`src/hw/rtl/frequency_to_block_fnum_assert.svh`:
```
// ----------------------------------------------------------------------------
// frequency_to_block_fnum_assert.svh
// Assertion macros used by the converter top level.
// ----------------------------------------------------------------------------
`ifndef FREQUENCY_TO_BLOCK_FNUM_ASSERT_SVH
`define FREQUENCY_TO_BLOCK_FNUM_ASSERT_SVH

// same-cycle implication, held off during reset
`define FTBF_ASSERT_IMPL(lbl, clk_i, rst_i, ante, cons, msg) \
  lbl: assert property (@(posedge clk_i) disable iff (rst_i) (ante) |-> (cons)) \
    else $error(msg);

// next-cycle implication, held off during reset
`define FTBF_ASSERT_NEXT(lbl, clk_i, rst_i, ante, cons, msg) \
  lbl: assert property (@(posedge clk_i) disable iff (rst_i) (ante) |=> (cons)) \
    else $error(msg);

`endif

```
`src/hw/rtl/ftbf_pkg.sv`:
```
// ----------------------------------------------------------------------------
// ftbf_pkg
// Widths, block range table and divider constants for the converter.
// ----------------------------------------------------------------------------
package ftbf_pkg;

  localparam int FREQ_W = 26;
  localparam int BLK_W  = 3;
  localparam int FNUM_W = 10;
  localparam int NUM_BLK = 8;

  // scaled dividend after the per-block shift; an in-range value fits 22 bits
  localparam int X_W   = 22;
  localparam int D_W   = 13;
  localparam int RCP_W = 25;
  localparam int RCP_S = 32;
  localparam int MUL_W = X_W + RCP_W;
  localparam int Q_W   = FNUM_W + 1;
  localparam int QD_W  = Q_W + D_W;
  localparam int R_W   = 13;

  localparam logic [FREQ_W-1:0] FREQ_MIN = 26'd474;
  localparam logic [FNUM_W-1:0] FNUM_MAX = 10'd1023;

  localparam logic [FREQ_W-1:0] BLK_HI [NUM_BLK] = '{
    26'd485033,  26'd970067,   26'd1940134,  26'd3880269,
    26'd7760538, 26'd15521077, 26'd31042155, 26'd62084311
  };

  // block divisors are BASE_A << shift (blocks 0..2) or BASE_B << shift (3..7)
  localparam logic [2:0] BLK_SHIFT [NUM_BLK] = '{
    3'd1, 3'd2, 3'd3, 3'd0, 3'd1, 3'd2, 3'd3, 3'd4
  };
  localparam logic [BLK_W-1:0] FIRST_B_BLK = 3'd3;

  localparam logic [D_W-1:0] BASE_A = 13'd237;
  localparam logic [D_W-1:0] BASE_B = 13'd3793;

  // floor(2^32 / d); estimate is low by at most one for a 22-bit dividend
  localparam logic [RCP_W-1:0] RECIP_A = RCP_W'((64'd1 << RCP_S) / 64'd237);
  localparam logic [RCP_W-1:0] RECIP_B = RCP_W'((64'd1 << RCP_S) / 64'd3793);

  typedef struct packed {
    logic [BLK_W-1:0] blk;
    logic             inr;
    logic             sel_b;
    logic [X_W-1:0]   x;
  } class_t;

endpackage

```
`src/hw/rtl/ftbf_classify.sv`:
```
// ----------------------------------------------------------------------------
// ftbf_classify
// Range compare, block pick and dividend scaling for one frequency.
// ----------------------------------------------------------------------------
module ftbf_classify (
  input  logic [ftbf_pkg::FREQ_W-1:0] frequency,
  output ftbf_pkg::class_t            cls
);
  import ftbf_pkg::*;

  logic [BLK_W-1:0]  blk;
  logic [FREQ_W-1:0] shifted;

  // lowest block whose ceiling is not below the input
  always_comb begin
    blk = '0;
    for (int b = NUM_BLK - 1; b >= 0; b--) begin
      if (frequency <= BLK_HI[b]) begin
        blk = BLK_W'(b);
      end
    end
  end

  assign shifted   = frequency >> BLK_SHIFT[blk];
  assign cls.blk   = blk;
  assign cls.inr   = (frequency >= FREQ_MIN) && (frequency <= BLK_HI[NUM_BLK-1]);
  assign cls.sel_b = (blk >= FIRST_B_BLK);
  assign cls.x     = shifted[X_W-1:0];

endmodule

```
`src/hw/rtl/frequency_to_block_fnum.sv`:
```
// ----------------------------------------------------------------------------
// frequency_to_block_fnum
// Frequency (mHz) to octave block and frequency number, four-stage pipeline.
// ----------------------------------------------------------------------------
//  channel   direction  handshake            payload
//  in        input      in_valid / in_stall  frequency
//  out       output     out_valid / out_stall octave_block, frequency_number,
//                                            in_range
//
//  A transfer in moves through the stage 1, 2, 3 and output registers in turn.
//  One transfer per cycle sustained while out is not stalled; stages are
//  classify, reciprocal multiply, remainder multiply, correct and saturate.
//  Each stage holds while the one below it is full and cannot move, so a
//  stall on out reaches in_stall only once all four stages are occupied.
//  Synchronous reset clears the stage valid bits only.
// ----------------------------------------------------------------------------
`include "frequency_to_block_fnum_assert.svh"

module frequency_to_block_fnum (
  input  logic                         clk,
  input  logic                         rst,
  input  logic                         in_valid,
  output logic                         in_stall,
  input  logic [ftbf_pkg::FREQ_W-1:0]  frequency,
  output logic                         out_valid,
  input  logic                         out_stall,
  output logic [ftbf_pkg::BLK_W-1:0]   octave_block,
  output logic [ftbf_pkg::FNUM_W-1:0]  frequency_number,
  output logic                         in_range
);
  import ftbf_pkg::*;

  class_t cls;

  logic rdy1, rdy2, rdy3, rdy4;
  logic v1, v2, v3;

  // stage 1
  class_t s1;
  // stage 2
  logic [MUL_W-1:0] s2_prod;
  logic [X_W-1:0]   s2_x;
  logic [BLK_W-1:0] s2_blk;
  logic             s2_inr;
  logic             s2_sel_b;
  // stage 3
  logic [Q_W-1:0]   s3_q0;
  logic [R_W-1:0]   s3_rem;
  logic [BLK_W-1:0] s3_blk;
  logic             s3_inr;
  logic             s3_sel_b;

  logic [RCP_W-1:0] s1_recip;
  logic [Q_W-1:0]   s2_q0;
  logic [D_W-1:0]   s2_d;
  logic [QD_W-1:0]  s2_qd;
  logic [QD_W-1:0]  s2_diff;
  logic [D_W-1:0]   s3_d;
  logic [Q_W-1:0]   s3_q;
  logic [FNUM_W-1:0] s3_fnum;

  ftbf_classify u_classify (
    .frequency (frequency),
    .cls       (cls)
  );

  assign rdy4     = !out_valid || !out_stall;
  assign rdy3     = !v3 || rdy4;
  assign rdy2     = !v2 || rdy3;
  assign rdy1     = !v1 || rdy2;
  assign in_stall = !rdy1;

  always_ff @(posedge clk) begin
    if (rst) begin
      v1        <= 1'b0;
      v2        <= 1'b0;
      v3        <= 1'b0;
      out_valid <= 1'b0;
    end else begin
      if (rdy1) v1 <= in_valid;
      if (rdy2) v2 <= v1;
      if (rdy3) v3 <= v2;
      if (rdy4) out_valid <= v3;
    end
  end

  assign s1_recip = s1.sel_b ? RECIP_B : RECIP_A;

  assign s2_q0   = s2_prod[RCP_S +: Q_W];
  assign s2_d    = s2_sel_b ? BASE_B : BASE_A;
  assign s2_qd   = QD_W'(s2_q0) * QD_W'(s2_d);
  assign s2_diff = QD_W'(s2_x) - s2_qd;

  // reciprocal estimate is at most one short
  assign s3_d    = s3_sel_b ? BASE_B : BASE_A;
  assign s3_q    = s3_q0 + Q_W'(s3_rem >= s3_d);
  assign s3_fnum = (s3_q > Q_W'(FNUM_MAX)) ? FNUM_MAX : s3_q[FNUM_W-1:0];

  always_ff @(posedge clk) begin
    if (rdy1) begin
      s1 <= cls;
    end
    if (rdy2) begin
      s2_prod  <= MUL_W'(s1.x) * MUL_W'(s1_recip);
      s2_x     <= s1.x;
      s2_blk   <= s1.blk;
      s2_inr   <= s1.inr;
      s2_sel_b <= s1.sel_b;
    end
    if (rdy3) begin
      s3_q0    <= s2_q0;
      s3_rem   <= s2_diff[R_W-1:0];
      s3_blk   <= s2_blk;
      s3_inr   <= s2_inr;
      s3_sel_b <= s2_sel_b;
    end
    if (rdy4) begin
      octave_block     <= s3_inr ? s3_blk : '0;
      frequency_number <= s3_inr ? s3_fnum : '0;
      in_range         <= s3_inr;
    end
  end

  `FTBF_ASSERT_NEXT(a_enter, clk, rst, in_valid && !in_stall, v1, "transfer in not captured")
  `FTBF_ASSERT_IMPL(a_backpr, clk, rst, in_stall, v1 && v2 && v3 && out_valid && out_stall, "stall with a free stage")
  `FTBF_ASSERT_IMPL(a_rem, clk, rst, v3 && s3_inr, {1'b0, s3_rem} < {s3_d, 1'b0}, "remainder beyond one correction")
  `FTBF_ASSERT_IMPL(a_zero, clk, rst, out_valid && !in_range, octave_block == '0 && frequency_number == '0, "out of range result not zero")

endmodule
```
`config.mk`:
```
export PLATFORM = sky130hd
export DESIGN_NAME = frequency_to_block_fnum
export DESIGN_NICKNAME = d
export VERILOG_FILES = /design/src/hw/rtl/ftbf_pkg.sv /design/src/hw/rtl/ftbf_classify.sv /design/src/hw/rtl/frequency_to_block_fnum.sv
export VERILOG_INCLUDE_DIRS = /design/src /design/src/hw/rtl
export SDC_FILE = /design/constraint.sdc
export NUM_CORES = 1
export LEC_CHECK = 0
export BUFFER_PORTS_ARGS = -buffer_cell sky130_fd_sc_hd__buf_4
export CORE_MARGIN = 2
export CORE_UTILIZATION = 50
export CTS_BUF_LIST = sky130_fd_sc_hd__clkbuf_2
export DETAILED_ROUTE_END_ITERATION = 10
export PLACE_DENSITY = 0.76
export SLEW_MARGIN = 10
export SYNTH_ARGS = -nofsm -noshare
export SYNTH_HDL_FRONTEND = slang
export SYNTH_SLANG_ARGS = --single-unit
```
`constraint.sdc`:
```
create_clock -name clk -period 6.9 [get_ports clk]
set_clock_uncertainty 0.15 [all_clocks]
set_input_delay 1.38 -clock clk [delete_from_list [all_inputs] [get_ports clk]]
set_output_delay 1.38 -clock clk [all_outputs]
set_load 0.005 [all_outputs]
```
==> metrics.txt, run 1 <==
status=finished, final reports clean; # DRC=0; fraction of layout cells with a size suffix above 1=0.150; core area=33,700 sq um; Die Wd=189 um; global placer's final weighted congestion=0.929; WL final=40,100 um; Seq/Total Area, Yosys=0.177; Max stage delay cell, worst path=fa_1; synth cell count leaders=405 x inv_1, 274 x ha_1, 246 x fa_1, 99 x edfxtp_1, 74 x nand2_1; critical path launch point type=register; Tot GR Track Use=0.230; most numerous cell on the critical path=fa_1; Top delay family on crit path=adder cells; WP buf/inv=5; number of CTS-inserted buffers=9; CP endpoint kind=register; post-placement cell count=2,247; Setup Crit Path Kind=reg -> reg; Multi-input gate area=12,900 sq um; Min-Delay Path Depth=0; Synth Cell Area=17,200 sq um; Tightest Pin Transition=1.13 ns; Finished Layout Cells=2,274; Setup WS pre-CTS=-0.251 ns; Yosys top cell area share=0.286; Worst-Skew Late Latency=0.65 ns; worst-path cell chain=buf_6, buf_12, buf_4, and2_1, ha_1, inv_1, fa_1, fa_1, fa_1, fa_1, inv_1, fa_1, ha_1, ha_1, a21o_1, a211oi_4, o22ai_4, o31a_1, o21a_1, o21a_1, nor2_1, xnor2_1; via count=12,300; Syn. warnings=0; Final HPWL DP=33,800 um; endpoints failing setup=0; first-pass GRT wire length=65,700 um; clk sinks=103; antenna-violating nets left=0; Seq cells post-synth=103; DR WL/cell=17.6 um; Synth area leaders=fa_1 29%, ha_1 20%, edfxtp_1 17%; initial antenna violation count=2; Final Hold Vio Count=0; Starting Density=0.510; # rows=67; vias in the first global route=13,200; largest net degree at the start of global routing=33; Final min period=6.74 ns; vias per cell=5.43; Distinct cells, synth=80; CTS H-tree depth=3; number of stages on the worst setup path=22; port buffer count=45; max_cap viols=0; Post-Syn Instances=1,694; Async SR Flop Fraction=0; dpl cell area=18,600 sq um; final max-slew violation count=0; fillers=2,799; Worst R2R Path Depth=22; Post-synth EDFFs=99; area leader, netlist=fa_1; I/O Pins=46; worst endpoint data arrival time=7.06 ns; register area=3050 sq um; ys flop type=edfxtp_1; Max Freq=0.148 GHz; Max clock buf depth=2; area grow syn2layout=12.3%; clk slew on worst S/H paths=0.34 ns; Hold Crit Class=reg -> reg; GRT overflow=0; Worst Path Required=7.23 ns; biggest cell delay along the critical path=0.55 ns; most frequent cell after synthesis=inv_1; Die Span Y=189 um; CTS tree=yes; mean post-synth cell area=10.2 sq um; Final Worst Setup Slack=0.164 ns; TritonRoute pass-1 iters=5; DR iter-0 viols=751; Worst slew margin=0.244; Crit Path Max Fanout=17; final design utilization=0.573; post-route cell area=19,300 sq um; net count reported at finish=2,370; Tcrit/Tclk final=0.976; clk root buf=clkbuf_2; RSZ-0062 raised after global routing=yes; Die Area=35,900 sq um
[registers in the layout, summed over array words and instances (netlist names), 10 cells and up]
name	flops
frequency_number	10
s3_q0	11
s2_prod	11
s2_x	13
s3_rem	13
s1	27
[per-layer routing]
layer	vias up	part of all wire	wire, um	global-route usage
li1	5762	-	-	-
met1	6147	0.42	16700	0.288
met2	339	0.51	20400	0.417
met3	87	0.046	1830	0.0282
met4	2	0.028	1120	0.0644
met5	-	0.00022	9	0
[final cells by class]
| type | instances | share of cell area |
|---|---|---|
| clock inverters | 7 | 0.00408 |
| flip-flops and latches | 103 | 0.158 |
| multi-input cells | 1150 | 0.668 |
| repair buffers | 148 | 0.0591 |
| inverters | 408 | 0.0793 |
| clock buffers | 9 | 0.00233 |
| diodes | 1 | 0.000130 |
| well taps | 448 | 0.0290 |
[repair_timing]
| action | CTS | global route |
|---|---|---|
| hold buffers | 0 | 0 |
| resized for setup | 10 | 94 |
| endpoints found under the setup margin | 7 | 8 |
| buffers inserted | 2 | 7 |
| cloned | 0 | 1 |
| pin swaps | 3 | 57 |
[worst paths after layout]
check                           startpoint          end  slack, ns
worst max-delay path                s1[22]  s2_prod[37]       0.16
worst min-delay path                s1[25]    s2_blk[1]       0.32
worst max register to register      s1[22]  s2_prod[37]       0.16
worst min register to register      s1[25]    s2_blk[1]       0.32
[through the flow]
| step | TNS [ns] | hold slack, ns |
|---|---|---|
| floorplan | 0 | 0.250 |
| global placement | 0 | 0.256 |
| detailed placement | -1.06 | 0.255 |
| CTS | 0 | 0.322 |
| global route | -0.373 | 0.333 |
| finish | 0 | 0.318 |
[kinds of logic (layout without fill, tap and decap cells)]
group           after synthesis  count (layout)  synth area share
buf+inv                     459             572             0.102
simple gates                296             296            0.0895
other cells                   2              21          0.000437
fa+ha+maj                   520             520             0.486
flops                       103             103             0.177
mux                          49              49            0.0303
xor+xnor                     60              60            0.0306
compound gates              205             205            0.0844
[cells in the final DEF, fill, tap and decap left out, drive strengths merged, types with 16 or more instances in the layout]
master    n
a21o     16
a21oi    43
and2     20
buf     148
conb     20
edfxtp   99
fa      246
ha      274
inv     413
mux2     16
mux2i    33
nand2    74
nand2b   22
nand3    20
nand4    18
nor2     55
nor3     23
o21ai    32
xnor2    41
xor2     19
Power of run 1 is not shown: default switching activity piles up to over one toggle a cycle in this logic, so the estimate is an artifact.
==> inputs of run 2 (changes only) <==
Settings changed: SYNTH_HIERARCHICAL from default to 1.
==> run 2 against run 1 <==
  * Wire length is 6.8% higher
  * Worst setup slack lost 0.085 ns
  * Die area is 1.4% higher
  * Via count is 3.7% higher
  * Register-to-register slack got worse by 0.09 ns
  * Sequential share of layout area down 0.081 points
  * First-iteration DRC count rose by 6.0%
==> metrics.txt, run 2 <==
TritonRoute pass-1 iters=5 (unchanged); number of CTS-inserted buffers=9 (unchanged); core area=34,500 sq um (+2.2%); critical path launch point type=register; mux contribution to synthesized area=0.0179 (-0.0124); Worst Path Required=7.30 ns (+0.07 ns); Tightest Pin Transition=1.14 ns (+0.00744 ns); port buffer count=45 (unchanged); Syn. warnings=6 (+6); first-pass GRT wire length=67,700 um (+3.0%); Distinct cells, synth=88 (+10%); Post-Syn Instances=1,747 (+3.1%); Setup Crit Path Kind=reg -> reg; largest net degree at the start of global routing=30 (-9.1%); post-placement cell count=2,290 (+1.9%); most frequent cell after synthesis=inv_1; Hold Buf Count CTS=0 (unchanged); Hold Path Sink=s3_inr; vias per cell=5.52 (+1.8%); Compound-Gate Fraction of Synth Area=0.0925 (+0.00813); CTS H-tree depth=3 (unchanged); CTS tree=yes; ys flop type=edfxtp_1; synth cell count leaders=418 x inv_1, 273 x ha_1, 248 x fa_1, 99 x edfxtp_1, 94 x nand2_1; adder-cell area share of the yosys netlist=0.480 (-0.00528); DR iter-0 viols=796 (+6.0%); Yosys top cell area share=0.285 (-0.00175); Crit Path Max Fanout=5 (-12); Tot GR Track Use=0.237 (+0.00672); Die Area=36,400 sq um (+1.4%); GRT overflow=0 (unchanged); Max clock buf depth=2 (unchanged); status=finished, final reports clean; dpl cell area=18,800 sq um (+0.60%); Worst slew margin=0.239 (-0.00496); Final Hold Vio Count=0 (unchanged); Finished Layout Cells=2,317 (+1.9%); DR WL/cell=18.5 um (+4.8%); Synth Area in XOR/XNOR=0.0311 (+0.000572); Async SR Flop Fraction=0 (unchanged); Worst-Skew Late Latency=0.65 ns (about the same); CP endpoint kind=register; clk sinks=103 (unchanged); post-route cell area=19,400 sq um (+0.51%); Hold Slack=0.320 ns (+0.00192 ns); fraction of layout cells with a size suffix above 1=0.133 (-0.0169); Synth area leaders=fa_1 28%, ha_1 20%, edfxtp_1 17%; Min-Delay Path Depth=0 (unchanged); Seq cells post-synth=103 (unchanged); global placer's final weighted congestion=0.957 (+3.0%); Post-synth EDFFs=99 (unchanged); clk slew on worst S/H paths=0.32 ns (-0.02 ns); Die Wd=191 um (+0.70%); Max Freq=0.147 GHz (-1.2%); biggest regs=s1: 27 flops, s2_x: 13 flops, s3_rem: 13 flops; most common cell after layout, fill and taps aside=inv_1; via count=12,800 (+3.7%); R2R Path End=s2_prod[42]; I/O Pins=46 (unchanged); max_cap viols=0 (unchanged); WL final=42,800 um (+6.8%); RSZ-0062 raised after global routing=yes; Die Span Y=191 um (+0.70%); Hold Path Origin=s2_inr; most frequent cells in the layout=409 x inv_1, 256 x ha_1, 243 x fa_1, 123 x buf_4, 99 x edfxtp_1; Hold Crit Class=reg -> reg; Tcrit/Tclk final=0.989 (+0.0124); vias in the first global route=13,500 (+1.6%); net count reported at finish=2,407 (+1.6%); largest family of logic cells by synthesized area=adder cells; reg2reg setup slack=0.08 ns (-0.09 ns); initial antenna violation count=1 (-1); endpoints failing setup=0 (unchanged); final max-slew violation count=0 (unchanged); worst endpoint data arrival time=7.23 ns (+0.17 ns); Seq/Total Area, Yosys=0.175 (-0.00251); Final HPWL DP=35,600 um (+5.5%); Worst R2R Path Depth=25 (+14%); Synth Cell Area=17,400 sq um (+1.4%); antenna-violating nets left=0 (unchanged); Starting Density=0.506 (-0.00408); max reg flops=27 (unchanged); clk root buf=clkbuf_2; Final min period=6.82 ns (+0.0852 ns); FF-to-FF Start=s1[22]; # rows=68 (+1.5%); largest reg by FF count=s1; mean post-synth cell area=9.99 sq um (-1.6%); area grow syn2layout=11.3%; Simple-Gate Fraction of Synth Area=0.0997 (+0.0102); area leader, netlist=fa_1; CP startpoint=s1[22]; # DRC=0 (unchanged)
[run 2: changes by cell type after synthesis, sizes merged, moves of 8 or more]
cell | before | now
nand2 | 74 | 94
mux2i | 33 | 20
nand3 | 20 | 33
clkbuf | 41 | 30
inv | 407 | 418
buf | 10 | 20
o21ai | 32 | 42
mux2 | 16 | 8
[run 2: per-stage QoR]
stage / TNS [ns] / utilization / worst slack [ns]
4_1_cts: 0 / 0.549 / 0.00863
5_1_grt: -0.184 / 0.563 / -0.0912
3_5_place_dp: -0.546 / 0.544 / -0.406
2_1_floorplan: 0 / - / 0.0198
6_report: 0 / 0.563 / 0.0783
3_3_place_gp: -0.295 / 0.544 / -0.295
[run 2: cell type report]
cell class / count / area [sq um]
Sequential cell: 103 / 3050
Clock inverter: 7 / 100
Timing Repair Buffer: 129 / 1010
Tap cell: 455 / 569
Multi-Input combinational cell: 1193 / 13100
Antenna cell: 1 / 2.50
Inverter: 420 / 1580
Clock buffer: 9 / 45.0
Fill cell: 2886 / 15000
[run 2: worst max-delay path by stage]
stage,to,slack [ns],cells after the start
2_1_floorplan,s2_prod[41],0.02,24
3_3_place_gp,s2_prod[33],-0.30,17
3_5_place_dp,s2_prod[33],-0.41,17
4_1_cts,s2_prod[42],0.009,23
5_1_grt,s2_prod[39],-0.09,28
6_report,s2_prod[42],0.08,25
[run 2: worst max-delay path, cell delays in order, from the launching register on]
cell	delay, ns
edfxtp_1	0.48
buf_6	0.16
nand2b_4	0.15
xnor2_2	0.14
and2_1	0.15
ha_2	0.17
o21bai_4	0.17
fa_1	0.54
inv_2	0.04
fa_2	0.52
inv_2	0.04
fa_1	0.49
inv_2	0.04
fa_1	0.52
inv_2	0.05
fa_2	0.53
fa_1	0.45
ha_4	0.24
and4_4	0.16
nand2_2	0.07
a21oi_2	0.04
a2111o_1	0.46
a21o_1	0.24
o31ai_4	0.35
mux2i_1	0.22
and4_1	0.19
[run 2: cells by family (layout without fill, tap and decap cells)]
kind of cell	count (synthesis)	count (layout)
flip-flops	103	103
XOR/XNOR	62	62
multiplexers	29	29
buffers and inverters	470	565
AND/OR/NAND/NOR	329	329
other	2	22
AO/OA/AOI/OAI	231	231
adder cells (fa/ha/maj)	521	521
[run 2: timing repair]
item                                   in CTS  in global routing
gates resized for setup                     5                 85
pin swaps                                   2                 33
endpoints found under the hold margin       0                  0
setup buffers                               0                  8
setup endpoints to repair                   4                 11
cloned                                      0                  2
[run 2: layer usage]
| layer | routed length [um] | up-vias | track usage |
|---|---|---|---|
| li1 | - | 5936 | - |
| met4 | 1620 | 0 | 0.0757 |
| met3 | 2080 | 108 | 0.0259 |
| met1 | 16900 | 6329 | 0.288 |
| met5 | 0 | - | 0 |
| met2 | 22200 | 424 | 0.435 |
Power of run 2 is left out for the same reason.
